<file path="src/design/mlt_pkg.sv">
// Shared constants, state encoding and compare result type for the MAC learning table.
package mlt_pkg;

   // Table geometry
   localparam int TABLE_DEPTH = 16;
   localparam int IDX_W       = (TABLE_DEPTH > 1) ? $clog2(TABLE_DEPTH) : 1;
   localparam int CNT_W       = $clog2(TABLE_DEPTH + 1);

   // Field widths
   localparam int MAC_W   = 48;
   localparam int PORT_W  = 4;
   localparam int SLOT_W  = 4;
   localparam int EXT_W   = (IDX_W > SLOT_W) ? IDX_W : SLOT_W;
   localparam int ENTRY_W = MAC_W + PORT_W;

   // Stream payload widths, rounded up to whole bytes
   localparam int REQ_BITS = 2 * MAC_W + PORT_W;
   localparam int REQ_W    = ((REQ_BITS + 7) / 8) * 8;
   localparam int RSP_BITS = 1 + SLOT_W + 1 + PORT_W;
   localparam int RSP_W    = ((RSP_BITS + 7) / 8) * 8;

   // Sequencer states, one-hot
   typedef enum logic [2:0] {
      ST_IDLE  = 3'b001,
      ST_SCAN  = 3'b010,
      ST_LEARN = 3'b100
   } state_type;

   // Outcome of comparing one table entry against both addresses
   typedef struct packed {
      logic src_eq;
      logic dst_eq;
   } cmp_res_type;

endpackage

</file>
<file path="src/design/mlt_ram.sv">
// Generic single-write, single-read RAM with registered read data.
module mlt_ram #(
   parameter int  WIDTH = 8,
   parameter int  DEPTH = 16,
   localparam int AW    = (DEPTH > 1) ? $clog2(DEPTH) : 1
) (
   input  logic             clock,
   input  logic             wr_en,
   input  logic [AW-1:0]    wr_addr,
   input  logic [WIDTH-1:0] wr_data,
   input  logic             rd_en,
   input  logic [AW-1:0]    rd_addr,
   output logic [WIDTH-1:0] rd_data
);

   logic [WIDTH-1:0] mem [DEPTH];

   // Write port
   always_ff @(posedge clock) begin
      if (wr_en) begin
         mem[wr_addr] <= wr_data;
      end
   end

   // Registered read port
   always_ff @(posedge clock) begin
      if (rd_en) begin
         rd_data <= mem[rd_addr];
      end
   end

endmodule

</file>
<file path="src/design/mlt_cmp.sv">
// Shared address compare unit: matches one stored entry against source and destination.
module mlt_cmp
   import mlt_pkg::*;
(
   input  logic [MAC_W-1:0] entry_mac,
   input  logic [MAC_W-1:0] src_mac,
   input  logic [MAC_W-1:0] dst_mac,
   output cmp_res_type      res
);

   // Compare the entry against both addresses of the frame
   always_comb begin
      res.src_eq = (entry_mac == src_mac);
      res.dst_eq = (entry_mac == dst_mac);
   end

endmodule

</file>
<file path="src/design/mac_learning_table_top.sv">
// Top level of the MAC learning table: frame handshake, scan sequencer and learn/lookup logic.
//
// Each accepted frame is handled alone: the sequencer reads the filled table
// entries one per cycle through the single read port of the table RAM and
// checks each against the source and destination in one compare unit. A frame
// is accepted in the idle state, then scanned, with each entry compared once
// its registered read data arrives, and then reaches the learn state, which
// waits until the output register is free and then registers the result. The
// block takes a new frame as soon as the learn state has placed its result in
// the output register, even while that result still waits to be taken. The
// table needs no clearing after reset; only filled entries are ever read.
module mac_learning_table_top
   import mlt_pkg::*;
(
   input  logic             clock,
   input  logic             reset,
   // req_tdata: src_mac[47:0], dst_mac[95:48], ingress_port[99:96], zero pad
   input  logic             req_tvalid,
   output logic             req_tready,
   input  logic [REQ_W-1:0] req_tdata,
   // rsp_tdata: learn_ok[0], learn_slot[4:1], dest_found[5], egress_port[9:6], zero pad
   output logic             rsp_tvalid,
   input  logic             rsp_tready,
   output logic [RSP_W-1:0] rsp_tdata
);

   // Control state
   state_type        state_ff, state_in;
   logic [CNT_W-1:0] count_ff, count_in;
   logic [CNT_W-1:0] issue_ff, issue_in;
   logic             cmp_vld_ff, cmp_vld_in;
   logic             rsp_valid_ff, rsp_valid_in;

   // Frame and scan payload
   logic [MAC_W-1:0]  src_ff, src_in;
   logic [MAC_W-1:0]  dst_ff, dst_in;
   logic [PORT_W-1:0] port_ff, port_in;
   logic [IDX_W-1:0]  cmp_idx_ff, cmp_idx_in;
   logic              src_hit_ff, src_hit_in;
   logic [IDX_W-1:0]  src_idx_ff, src_idx_in;
   logic              dst_hit_ff, dst_hit_in;
   logic [PORT_W-1:0] dst_port_ff, dst_port_in;
   logic [RSP_BITS-1:0] rsp_data_ff, rsp_data_in;

   // Table and compare unit wiring
   logic               rd_en;
   logic [ENTRY_W-1:0] rd_data;
   logic               wr_en;
   logic [IDX_W-1:0]   wr_addr;
   cmp_res_type        cmp_res;

   // Learn-cycle decisions
   logic             accept;
   logic             out_free;
   logic             full;
   logic             learn_ok;
   logic [IDX_W-1:0] learn_idx;
   logic [EXT_W-1:0] learn_ext;
   logic             dest_found;
   logic [PORT_W-1:0] egress_port;

   assign accept     = req_tvalid && req_tready;
   assign req_tready = (state_ff == ST_IDLE);
   assign out_free   = !rsp_valid_ff || rsp_tready;
   assign full       = (count_ff == CNT_W'(TABLE_DEPTH));

   // Table memory: MAC address in the upper bits, port in the lower bits
   mlt_ram #(
      .WIDTH (ENTRY_W),
      .DEPTH (TABLE_DEPTH)
   ) u_table (
      .clock   (clock),
      .wr_en   (wr_en),
      .wr_addr (wr_addr),
      .wr_data ({src_ff, port_ff}),
      .rd_en   (rd_en),
      .rd_addr (issue_ff[IDX_W-1:0]),
      .rd_data (rd_data)
   );

   // Single compare unit shared by every entry of the scan
   mlt_cmp u_cmp (
      .entry_mac (rd_data[ENTRY_W-1:PORT_W]),
      .src_mac   (src_ff),
      .dst_mac   (dst_ff),
      .res       (cmp_res)
   );

   // Learn decisions: update an existing entry, append, or drop when full
   always_comb begin
      learn_ok  = src_hit_ff || !full;
      learn_idx = src_hit_ff ? src_idx_ff : count_ff[IDX_W-1:0];
      learn_ext = learn_ok ? EXT_W'(learn_idx) : '0;
      // Destination equal to source sees this frame's port once it is learned
      if (learn_ok && (dst_ff == src_ff)) begin
         dest_found  = 1'b1;
         egress_port = port_ff;
      end else if (dst_hit_ff) begin
         dest_found  = 1'b1;
         egress_port = dst_port_ff;
      end else begin
         dest_found  = 1'b0;
         egress_port = '0;
      end
   end

   assign wr_en   = (state_ff == ST_LEARN) && out_free && learn_ok;
   assign wr_addr = learn_idx;

   // Sequencer next state
   always_comb begin
      state_in     = state_ff;
      count_in     = count_ff;
      issue_in     = issue_ff;
      cmp_vld_in   = 1'b0;
      rsp_valid_in = rsp_valid_ff && !rsp_tready;
      src_in       = src_ff;
      dst_in       = dst_ff;
      port_in      = port_ff;
      cmp_idx_in   = cmp_idx_ff;
      src_hit_in   = src_hit_ff;
      src_idx_in   = src_idx_ff;
      dst_hit_in   = dst_hit_ff;
      dst_port_in  = dst_port_ff;
      rsp_data_in  = rsp_data_ff;
      rd_en        = 1'b0;

      case (state_ff)
         ST_IDLE: begin
            // Capture the frame and start the scan at entry zero
            if (accept) begin
               src_in     = req_tdata[MAC_W-1:0];
               dst_in     = req_tdata[2*MAC_W-1:MAC_W];
               port_in    = req_tdata[2*MAC_W+PORT_W-1:2*MAC_W];
               issue_in   = '0;
               src_hit_in = 1'b0;
               dst_hit_in = 1'b0;
               state_in   = ST_SCAN;
            end
         end
         ST_SCAN: begin
            // Issue the next filled entry
            if (issue_ff < count_ff) begin
               rd_en      = 1'b1;
               cmp_vld_in = 1'b1;
               cmp_idx_in = issue_ff[IDX_W-1:0];
               issue_in   = issue_ff + CNT_W'(1);
            end else begin
               state_in = ST_LEARN;
            end
            // Record the first match of each address
            if (cmp_vld_ff) begin
               if (cmp_res.src_eq && !src_hit_ff) begin
                  src_hit_in = 1'b1;
                  src_idx_in = cmp_idx_ff;
               end
               if (cmp_res.dst_eq && !dst_hit_ff) begin
                  dst_hit_in  = 1'b1;
                  dst_port_in = rd_data[PORT_W-1:0];
               end
            end
         end
         ST_LEARN: begin
            // Commit the learn and load the result once the output is free
            if (out_free) begin
               if (!src_hit_ff && !full) begin
                  count_in = count_ff + CNT_W'(1);
               end
               rsp_valid_in = 1'b1;
               rsp_data_in  = {egress_port, dest_found, learn_ext[SLOT_W-1:0], learn_ok};
               state_in     = ST_IDLE;
            end
         end
         default: begin
            state_in = ST_IDLE;
         end
      endcase
   end

   // Control registers
   always_ff @(posedge clock) begin
      if (reset) begin
         state_ff     <= ST_IDLE;
         count_ff     <= '0;
         issue_ff     <= '0;
         cmp_vld_ff   <= 1'b0;
         rsp_valid_ff <= 1'b0;
      end else begin
         state_ff     <= state_in;
         count_ff     <= count_in;
         issue_ff     <= issue_in;
         cmp_vld_ff   <= cmp_vld_in;
         rsp_valid_ff <= rsp_valid_in;
      end
   end

   // Payload registers
   always_ff @(posedge clock) begin
      src_ff      <= src_in;
      dst_ff      <= dst_in;
      port_ff     <= port_in;
      cmp_idx_ff  <= cmp_idx_in;
      src_hit_ff  <= src_hit_in;
      src_idx_ff  <= src_idx_in;
      dst_hit_ff  <= dst_hit_in;
      dst_port_ff <= dst_port_in;
      rsp_data_ff <= rsp_data_in;
   end

   assign rsp_tvalid = rsp_valid_ff;
   assign rsp_tdata  = RSP_W'(rsp_data_ff);

endmodule
</file>
<file path="config.mk">
export PLATFORM = sky130hd
export DESIGN_NAME = mac_learning_table_top
export DESIGN_NICKNAME = d
export VERILOG_FILES = /design/src/design/mlt_pkg.sv /design/src/design/mlt_ram.sv /design/src/design/mlt_cmp.sv /design/src/design/mac_learning_table_top.sv
export SDC_FILE = /design/constraint.sdc
export NUM_CORES = 1
export LEC_CHECK = 0
export ABC_CLOCK_PERIOD_IN_PS = 8200
export BUFFER_PORTS_ARGS = -buffer_cell sky130_fd_sc_hd__buf_2
export CAP_MARGIN = 15
export CORE_UTILIZATION = 66
export CTS_CLUSTER_DIAMETER = 40
export DETAILED_ROUTE_END_ITERATION = 16
export GPL_ROUTABILITY_DRIVEN = 0
export PLACE_DENSITY_LB_ADDON = 0.15
export RECOVER_POWER = 100
export SLEW_MARGIN = 10
export SYNTH_ARGS = -nofsm -noshare
export SYNTH_HDL_FRONTEND = slang
export SYNTH_SLANG_ARGS = --single-unit
</file>
<file path="constraint.sdc">
create_clock -name clock -period 8.2 [get_ports clock]
set_input_delay 1.64 -clock clock [delete_from_list [all_inputs] [get_ports clock]]
set_output_delay 1.64 -clock clock [all_outputs]
set_load 0.005 [all_outputs]
</file>
Word level (Yosys, flattened, before mapping)
Memory sizes are Yosys's and may differ from the RTL's. A register that Yosys moved wholly into a read port is not among the register bits.
Cells that the tools add are included.
Widths: inputs -> output; s select.
{"block": "totals", "ff_bits": 139, "mem_bits_rw": 832, "input_bits": 108, "output_inout_bits": 18, "n_memories": 1}
{"name": "u_table.mem", "words": 16, "word_bits": 52, "rd": 1, "rd_ports_with_merged_regs": 1, "write_ports": 1, "line": "mlt_ram.sv:16", "rtl": "logic [WIDTH-1:0] mem [DEPTH];"}
{"block": "op_classes", "n_addsub": 2, "order_cmp": 1, "n_eq_ne": 14, "n_mux": 24, "reduce_logical": 26}
{"operator": "$eq 48x48->1", "n": 3}
{"operator": "$reduce_and 3->1", "n": 5}
{"operator": "$mux 1", "n": 12}
{"operator": "$mux 4", "n": 3}
{"operator": "$ne 2x2->1 const B", "n": 6}
{"operator": "$add 5x1->5 const B", "n": 2}
{"operator": "$mux 5", "n": 2}
{"operator": "$pmux 5 s2", "n": 1}
{"operator": "$mux 3", "n": 3}
{"operator": "$pmux 3 s3", "n": 1}
{"operator": "$logic_and 1x1->1", "n": 8}
{"operator": "$reduce_and 4->1", "n": 2}
{"operator": "$reduce_and 2->1", "n": 3}
{"operator": "$eq 5x5->1 const B", "n": 1}
{"operator": "$logic_not 1->1", "n": 5}
{"operator": "$lt 5x5->1", "n": 1}
{"operator": "$pmux 1 s2", "n": 2}
{"operator": "$eq 3x1->1 const B", "n": 1}
{"operator": "$eq 3x2->1 const B", "n": 1}
{"operator": "$eq 3x3->1 const B", "n": 1}
{"operator": "$logic_or 1x1->1", "n": 2}
{"operator": "$ne 2x1->1 const B", "n": 1}
{"operator": "$reduce_bool 2->1", "n": 1}

Depth between registers and ports, before layout
Gate-level depths: netlist (run 1).
{"block": "depth", "ltp_word": 6, "depth_mapped": 9}

Hierarchy
From an unflattened synthesis (run 1), not the netlist that was laid out.
{"block": "unflattened", "hier_cells": 1794, "area_unflattened_um2": 39043.7}
{"module": "mlt_ram", "n_inst": 1, "cells_per_inst": 1344, "area_per_inst_um2": 32736.4}
{"module": "mac_learning_table_top", "n_inst": 1, "cells_per_inst": 322, "area_per_inst_um2": 5263.8}
{"module": "mlt_cmp", "n_inst": 1, "cells_per_inst": 128, "area_per_inst_um2": 1043.5}

Worst setup path before layout (run 1)
OpenSTA, ideal clock, no wires.
{"block": "synth_path", "path_type": "input to register", "start": "in rsp_tready", "end": "mem u_table.mem[6][0] (netlist bit), enable pin", "arrival_time_ps": 4720, "required_ps": 7738, "setup_slack_ps": 3018, "stages": 5, "path_cell_list": "nand2b_1 -> and3_1 -> and3_1 -> nand2_1 -> nor2_1"}
{"block": "synth_between", "elab_chain_len": 5}
{"item": "start: declaration", "line": "mac_learning_table_top.sv:23", "rtl": "input logic rsp_tready,"}
{"item": "$logic_or 1x1->1", "line": "mac_learning_table_top.sv:64", "rtl": "assign out_free = !rsp_valid_ff || rsp_tready;"}
{"item": "$logic_and 1x1->1 (2 in a row)", "line": "mac_learning_table_top.sv:107", "rtl": "assign wr_en = (state_ff == ST_LEARN) && out_free && learn_ok;"}
{"item": "$mux 1", "line": "mlt_ram.sv:20", "rtl": "if (wr_en) begin"}
{"item": "$mux 1 (not written as such)", "line": "mlt_ram.sv:21", "rtl": "mem[wr_addr] <= wr_data;"}
{"item": "end: declaration", "line": "mlt_ram.sv:16"}
Every way passes these cells.

Final worst setup path (run 1)
{"block": "layout_path", "start": "reg issue_ff[1]", "end": "reg u_table.rd_data[39] (read register of u_table.mem) (data pin)"}
{"block": "layout_between", "elab_chain_len": 3}
{"item": "start: declaration", "line": "mac_learning_table_top.sv:30", "rtl": "logic [CNT_W-1:0] issue_ff, issue_in;"}
{"item": "start signal: assignment", "line": "mac_learning_table_top.sv:191", "rtl": "issue_ff <= issue_in;"}
{"item": "$lt 5x5->1", "line": "mac_learning_table_top.sv:143", "rtl": "if (issue_ff < count_ff) begin"}
{"item": "$mux 1", "line": "mac_learning_table_top.sv:143"}
{"item": "$mux 1"}
{"item": "end: declaration", "line": "mlt_ram.sv:13", "rtl": "output logic [WIDTH-1:0] rd_data"}
Several ways; a longest one is shown, not always the timed one.
A chain may end at the register's enable or synchronous reset.

==> results of run 1 <==
[worst register-to-register path, cell delays in order (launching register included)]
cell and delay (ns):
dfxtp_4 0.92, clkbuf_2 3.09, mux4_2 1.05, mux4_2 0.58
[cell type report]
cell class | instances | area (um2) | area share (%)
Clock inverter | 81 | 930.9 | 2.095
Timing Repair Buffer | 143 | 709.4 | 1.597
Clock buffer | 136 | 3050 | 6.865
Multi-Input combinational cell | 574 | 8142 | 18.32
Tap cell | 765 | 957.2 | 2.154
Sequential cell | 1023 | 30580 | 68.82
Inverter | 17 | 65.06 | 0.1464
[path summary, 6_finish.rpt]
kind,startpoint,endpoint,cells after the start
worst max-delay path,issue_ff[1],u_table.rd_data[39],3
worst min-delay path,u_table.rd_data[2],dst_port_ff[2],0
worst max register to register,issue_ff[1],u_table.rd_data[39],3
worst min register to register,u_table.rd_data[2],dst_port_ff[2],0
[sequential cells by signal, indices dropped and copies added, names as in the netlist, 3 cells and up]
signal and flops:
dst_port_ff 4, u_table.mem 832, port_ff 4, src_ff 48, issue_ff 5, dst_ff 48
u_table.rd_data 52, state_ff 3, src_idx_ff 4, count_ff 5, cmp_idx_ff 4, rsp_data_ff 10
[per-stage QoR]
stage	area, um2	power (mW)	utilization, %
floorplan	39190	6.051	-
global placement	40670	6.162	69.96
detailed placement	40670	6.175	69.96
CTS	44650	11.38	76.81
global route	44430	11.59	76.43
finish	44430	11.34	76.43
[layer usage]
metal	wire, um	vias up
li1	-	7438
met1	33360	9780
met2	45490	1210
met3	8833	218
met4	3271	0
met5	0	-
[power by group]
| part | switching, mW | leakage (nW) | internal, mW |
|---|---|---|---|
| registers | 0.112 | 9.24 | 5.81 |
| clock network | 2.11 | 1.90 | 3.16 |
| logic | 0.101 | 2.69 | 0.0524 |
[synthesized netlist by cell type (all sizes together), types with 3 or more instances]
library cell and count:
a21oi 9, buf 45, clkbuf 22, dfxtp 15
edfxtp 1008, ha 7, inv 17, mux2i 8
mux4 260, nand2 20, nand2b 7, nand3 7
nand4 17, nor2 28, nor3b 4, nor4 31
o21a 3, o21ai 4, xnor2 33, xor2 113
[cells by family after synthesis]
kind of cell             count (synthesis)  share of synthesized area, %
flip-flops                            1023                         78.05
multiplexers                           268                         15.15
XOR/XNOR                               146                         3.265
AND/OR/NAND/NOR                        125                         1.712
buffers and inverters                   84                         1.233
AO/OA/AOI/OAI                           22                        0.3546
adder cells (fa/ha/maj)                  7                        0.2236
other                                    1                      0.009574
==> metrics.md, run 1 <==
| Metric | Value |
|---|---|
| Slew Viols, Final | `682` |
| Number of maximum-capacitance violations | `18` |
| Clk buf depth | `3` |
| FF-to-FF setup slack | `2.27 ns` |
| Flop and latch count out of synthesis | `1023` |
| Standard-cell rows | `88` |
| Vias in the first global route | `18840` |
| Mean routed wirelength per cell | `33.20 um` |
| Total of warnings raised by yosys | `0` |
| Overflow left after global routing | `0` |
| Skew final | `0.01455 ns` |
| Vias per cell | `6.808` |
| Post-route setup TNS | `0 ns` |
| Final std cells w/o fill | `2739` |
| Highest clock rate | `168.7 MHz` |
| Final hold violation count | `0` |
| Area of the core | `58140 um2` |
| Period Utilization, post-route | `72.27%` |
| Type of element launching the critical path | `register` |
| Maximum resistive drop on vdd | `0.2483 mV` |
| Slew headroom | `-217.4%` |
| Power density relative to cell area | `255.3 nW/um2` |
| X dimension of the die | `245.6 um` |
| TritonCTS clock tree | `done` |
| Largest net degree at the start of global routing | `155` |
| Global-route wire length before repair | `129500 um` |
| Number of instances resized during post-cts repair | `0` |
| Failing checks | `capacitance limit, slew limit` |
| Avg Synthesized Cell Area | `23.37 um2` |
| Count of vias placed by the detailed router | `18650` |
| Slowest CP cell | `clkbuf_2` |
| Largest fanout on the critical path | `154` |
| Run status | `finished, violations left` |
| Count of port buffers added during placement | `115` |
| Root buf cell | `clkbuf_16` |
| Post-synthesis instance total | `1676` |
| RSZ-0062 raised after global routing | `false` |
| Type of element capturing the critical path | `register` |
| Final worst path period need | `5.926 ns` |
| Total buffers and inverters traversed by the critical path | `1` |
| Total instance count after detailed placement | `2522` |
| Synthesis-to-layout area growth | `13.44%` |
| Global routing's busiest layer | `met2` |
| Library cell with the largest summed area after synthesis | `edfxtp_1` |
| Worst Hold Margin | `0.4171 ns` |
| Setup Buffers After CTS | `0` |
| Sequential element share of the synthesized area | `78.05%` |
| Drt drc | `0` |
| Req. time, crit path | `8.57 ns` |
| Worst-path cell chain | `clkbuf_2 -> mux4_2 -> mux4_2` |
| Count of flip-flops with a built-in enable after synthesis | `1008` |
| Total half-perimeter wirelength after legalization and detailed placement | `47210 um` |
| Share of synthesized registers carrying an async set or reset | `0%` |
| Portion of synthesized cell area occupied by the leading cell type | `77.28%` |
| Slew at the pin closest to its max-slew limit | `4.761 ns` |
| Fillcell total | `2995` |
| Die Footprint | `60320 um2` |
| Final setup vio count | `0` |
| Quantity of hold-fixing buffers added after cts | `0` |
| Initial Utilization | `67.37%` |
| Number of antenna violations at the first check in global routing | `0` |
| Worst-skew pair later-pin latency | `0.68 ns` |
| NumNets Final | `1990` |
| Stage delay of the slowest cell on the critical path | `3.03 ns` |
| Path type of the worst setup path | `reg2reg` |
| TritonCTS Sinks | `1023` |
| Synthesized area | `39170 um2` |
| Met1 layer usage reported by global route | `43.83%` |
| All-Layer GR Usage | `31.27%` |
| Post-synth cell types | `38` |
| Worst slack after detailed placement | `3.251 ns` |
| Met2 capacity usage during global routing | `50.27%` |
| M3 GR Usage | `6.090%` |
| Most common flop cell mapped by yosys | `edfxtp_1` |
| Clock input transition at the sequential cells of the worst setup and hold paths | `0.06 ns` |
| Class of the tightest hold or removal check | `reg2reg` |
| Drt first-iter violations | `2298` |
| Total Routed Length | `90950 um` |
| Number of buffers created by CTS | `116` |
| Most frequent cells in the layout | `edfxtp_1 (1008), mux4_2 (260), clkbuf_16 (118)` |
| Die height | `245.6 um` |
| Most used cell along the critical path | `mux4_2` |
| Number of levels the H-tree was split into | `3` |
| Leakage Power | `13.82 nW` |
| Fraction of layout instances using a drive strength above 1 | `28.37%` |
| Endpoint arrival time on the critical path | `6.30 ns` |
| Number of detailed-route iterations in the first pass | `5` |
| Final worst slack | `2.274 ns` |
| Boundary Pins | `126` |
| Largest cells by area after synthesis | `edfxtp_1 (77%), mux4_2 (15%), xor2_1 (2.5%), dfxtp_1 (0.77%), xnor2_1 (0.74%)` |
| Crit path max-delay family | `buffers and inverters` |
| Antenna Nets Post-Route | `0` |
| Diode count | `0` |
| Leading cell type in the layout, fill and taps excluded | `edfxtp_1` |
Note: power is estimated with default switching activity, not from simulation.
==> run 2: changes to the inputs <==
ABC_CLOCK_PERIOD_IN_PS = 5200   (was 8200)
CORE_UTILIZATION = 56   (was 66)
clock period = 5.2 ns   (was 8.2 ns; I/O delays follow)
==> run 2 against run 1 <==
The flow still finishes with violations (capacitance limit, slew limit). Via count down 3.0%. Sequential power up 58%. Global-route usage down 5.3 points. Non-clock buffer count up 15. Sequential share of layout area down 1.3 points. Die area up 18%. Cell count up 7.5%. Clock-buffer cell count up 13. Utilization down 11 points. Critical path type is now in2reg. Largest power group unchanged.
==> metrics.md, run 2 (synthesis gave the netlist of run 1 again) <==
| Metric | Value |
|---|---|
| Run status | `finished, violations left` |
| Failing checks | `capacitance limit, slew limit` |
| Power Internal | `14.69 mW` |
| Flip-flop count of the largest register after layout | `832` |
| Overflow left after global routing | `0` |
| Final worst path period need | `4.069 ns` |
| Sw power | `3.862 mW` |
| Type of element launching the critical path | `input pin` |
| Type of element capturing the critical path | `register` |
| Clk buf depth | `3` |
| Most used cell along the critical path | `and3_1` |
| Req. time, crit path | `5.59 ns` |
| Vias in the first global route | `18760` |
| Share of total power in sequential cells | `50.4%` |
| TritonCTS clock tree | `done` |
| Setup Buffers After CTS | `0` |
| TritonCTS Sinks | `1023` |
| Leakage Power | `14.19 nW` |
| Largest net degree at the start of global routing | `102` |
| Clk pwr share | `48.4%` |
| Endpoint arrival time on the critical path | `4.46 ns` |
| Total half-perimeter wirelength after legalization and detailed placement | `48600 um` |
| All-Layer GR Usage | `25.98%` |
| Switching share of power | `20.82%` |
| Number of antenna violations at the first check in global routing | `0` |
| Skew final | `0.02470 ns` |
| Source of the worst register-to-register timing path | `state_ff[1]` |
| Worst slack after detailed placement | `1.542 ns` |
| Initial Utilization | `56.81%` |
| Final std cells w/o fill | `2944` |
| FF-to-FF setup slack | `1.14 ns` |
| NumNets Final | `2021` |
| End point of the critical path | `u_table.mem[2][7]` |
| Leading cell type in the layout, fill and taps excluded | `edfxtp_1` |
| Power density relative to cell area | `409.7 nW/um2` |
| Slew Viols, Final | `654` |
| Synthesis-to-layout area growth | `15.61%` |
| Overall power after layout | `18.55 mW` |
| Slew at the pin closest to its max-slew limit | `2.489 ns` |
| Total instance count after detailed placement | `2703` |
| Boundary Pins | `126` |
| Number of detailed-route iterations in the first pass | `5` |
| Die Footprint | `71000 um2` |
| Slowest CP cell | `nor2_1` |
| Count of vias placed by the detailed router | `18080` |
| Drt drc | `0` |
| Period Utilization, post-route | `78.25%` |
| Count of port buffers added during placement | `115` |
| Mean routed wirelength per cell | `30.21 um` |
| Antenna Nets Post-Route | `0` |
| Die height | `266.5 um` |
| Clock input transition at the sequential cells of the worst setup and hold paths | `0.06 ns` |
| Fraction of layout instances using a drive strength above 1 | `30.55%` |
| Path type of the worst setup path | `in2reg` |
| Register with the most flip-flops | `u_table.mem` |
| Global-route wire length before repair | `128900 um` |
| Area of the core | `68950 um2` |
| RSZ-0062 raised after global routing | `false` |
| Standard-cell rows | `96` |
| Post-route setup TNS | `0 ns` |
| Number of levels the H-tree was split into | `4` |
| Quantity of hold-fixing buffers added after cts | `0` |
| Final worst slack | `1.131 ns` |
| Worst-path cell chain | `buf_2 -> nand2b_1 -> and3_1 -> clkbuf_1 -> and3_1 -> nand2_1 -> nor2_1 -> buf_4` |
| Drt first-iter violations | `2003` |
| Highest clock rate | `245.8 MHz` |
| Diode count | `0` |
| Final hold violation count | `0` |
| Largest fanout on the critical path | `13` |
| Total Routed Length | `88930 um` |
| Proportion of power drawn by combinational gates | `1.2%` |
| Maximum resistive drop on vdd | `0.2956 mV` |
| Number of instances resized during post-cts repair | `0` |
| X dimension of the die | `266.5 um` |
| Top Registers | `u_table.mem: 832 flops, u_table.rd_data: 52 flops` |
| Root buf cell | `clkbuf_16` |
| Worst reg2reg path depth | `7` |
| Number of maximum-capacitance violations | `18` |
| Vias per cell | `6.142` |
| Final setup vio count | `0` |
| Slew headroom | `-65.95%` |
| Stage delay of the slowest cell on the critical path | `1.51 ns` |
| Post-Route Utilization | `65.67%` |
| Most frequent cells in the layout | `edfxtp_1 (1008), mux4_2 (260), clkbuf_16 (136)` |
| Worst-skew pair later-pin latency | `0.72 ns` |
| Crit Reg-Reg Endpoint | `u_table.mem[2][7]` |
| Number of buffers created by CTS | `132` |
| Launch point of the critical path | `rsp_tready` |
| Class of the tightest hold or removal check | `reg2reg` |
==> run 2: power by group through the flow <==
stage               Sequential, mW  Clock, mW  Combinational (mW)
finish                        9.34       8.97               0.231
detailed placement            9.51          0               0.234
global placement              9.50          0               0.231
floorplan                     9.43          0               0.112
CTS                           9.34       9.09               0.237
global route                  9.35       9.45               0.247
==> run 2: layout make-up <==
class / instances / area, um2
sequential: 1023 / 30580
fill: 4547 / 23670
multi-input combinational: 574 / 8182
clock buffer: 149 / 3452
tap: 931 / 1165
clock inverter: 92 / 944.7
timing repair buffer: 158 / 890.9
inverter: 17 / 68.82
==> run 2: critical path: cells and delay by family <==
kind	cells	cell delay, ns
buffers and inverters	3	1.11
AND/OR/NAND/NOR	5	2.29
==> run 2: per-layer routing <==
layer,track usage (%),up-vias,part of all wire (%)
li1,-,7529,-
met1,36.86,9707,42
met2,41.34,711,49
met3,4.908,136,6.6
met4,8.326,0,2.3
met5,0,-,0
==> run 2: worst min-delay path by stage <==
stage	slack, ns	from	endpoint	cells past startpoint
final	0.42	cmp_idx_ff[3]	src_idx_ff[3]	0
after global routing	0.43	u_table.rd_data[2]	dst_port_ff[2]	0
after CTS	0.42	cmp_idx_ff[1]	src_idx_ff[1]	0
after detailed placement	0.40	cmp_idx_ff[1]	src_idx_ff[1]	0
after global placement	0.40	cmp_idx_ff[2]	src_idx_ff[2]	0
after floorplan	0.40	u_table.rd_data[0]	dst_port_ff[0]	0
==> run 2: through the flow <==
stage          hold WS (ns)  cell area, um2
5_1_grt              0.4348           45280
6_report             0.4166           45280
2_1_floorplan        0.4003           39190
3_3_place_gp         0.4013           41160
3_5_place_dp         0.4045           41160
4_1_cts              0.4179           45550
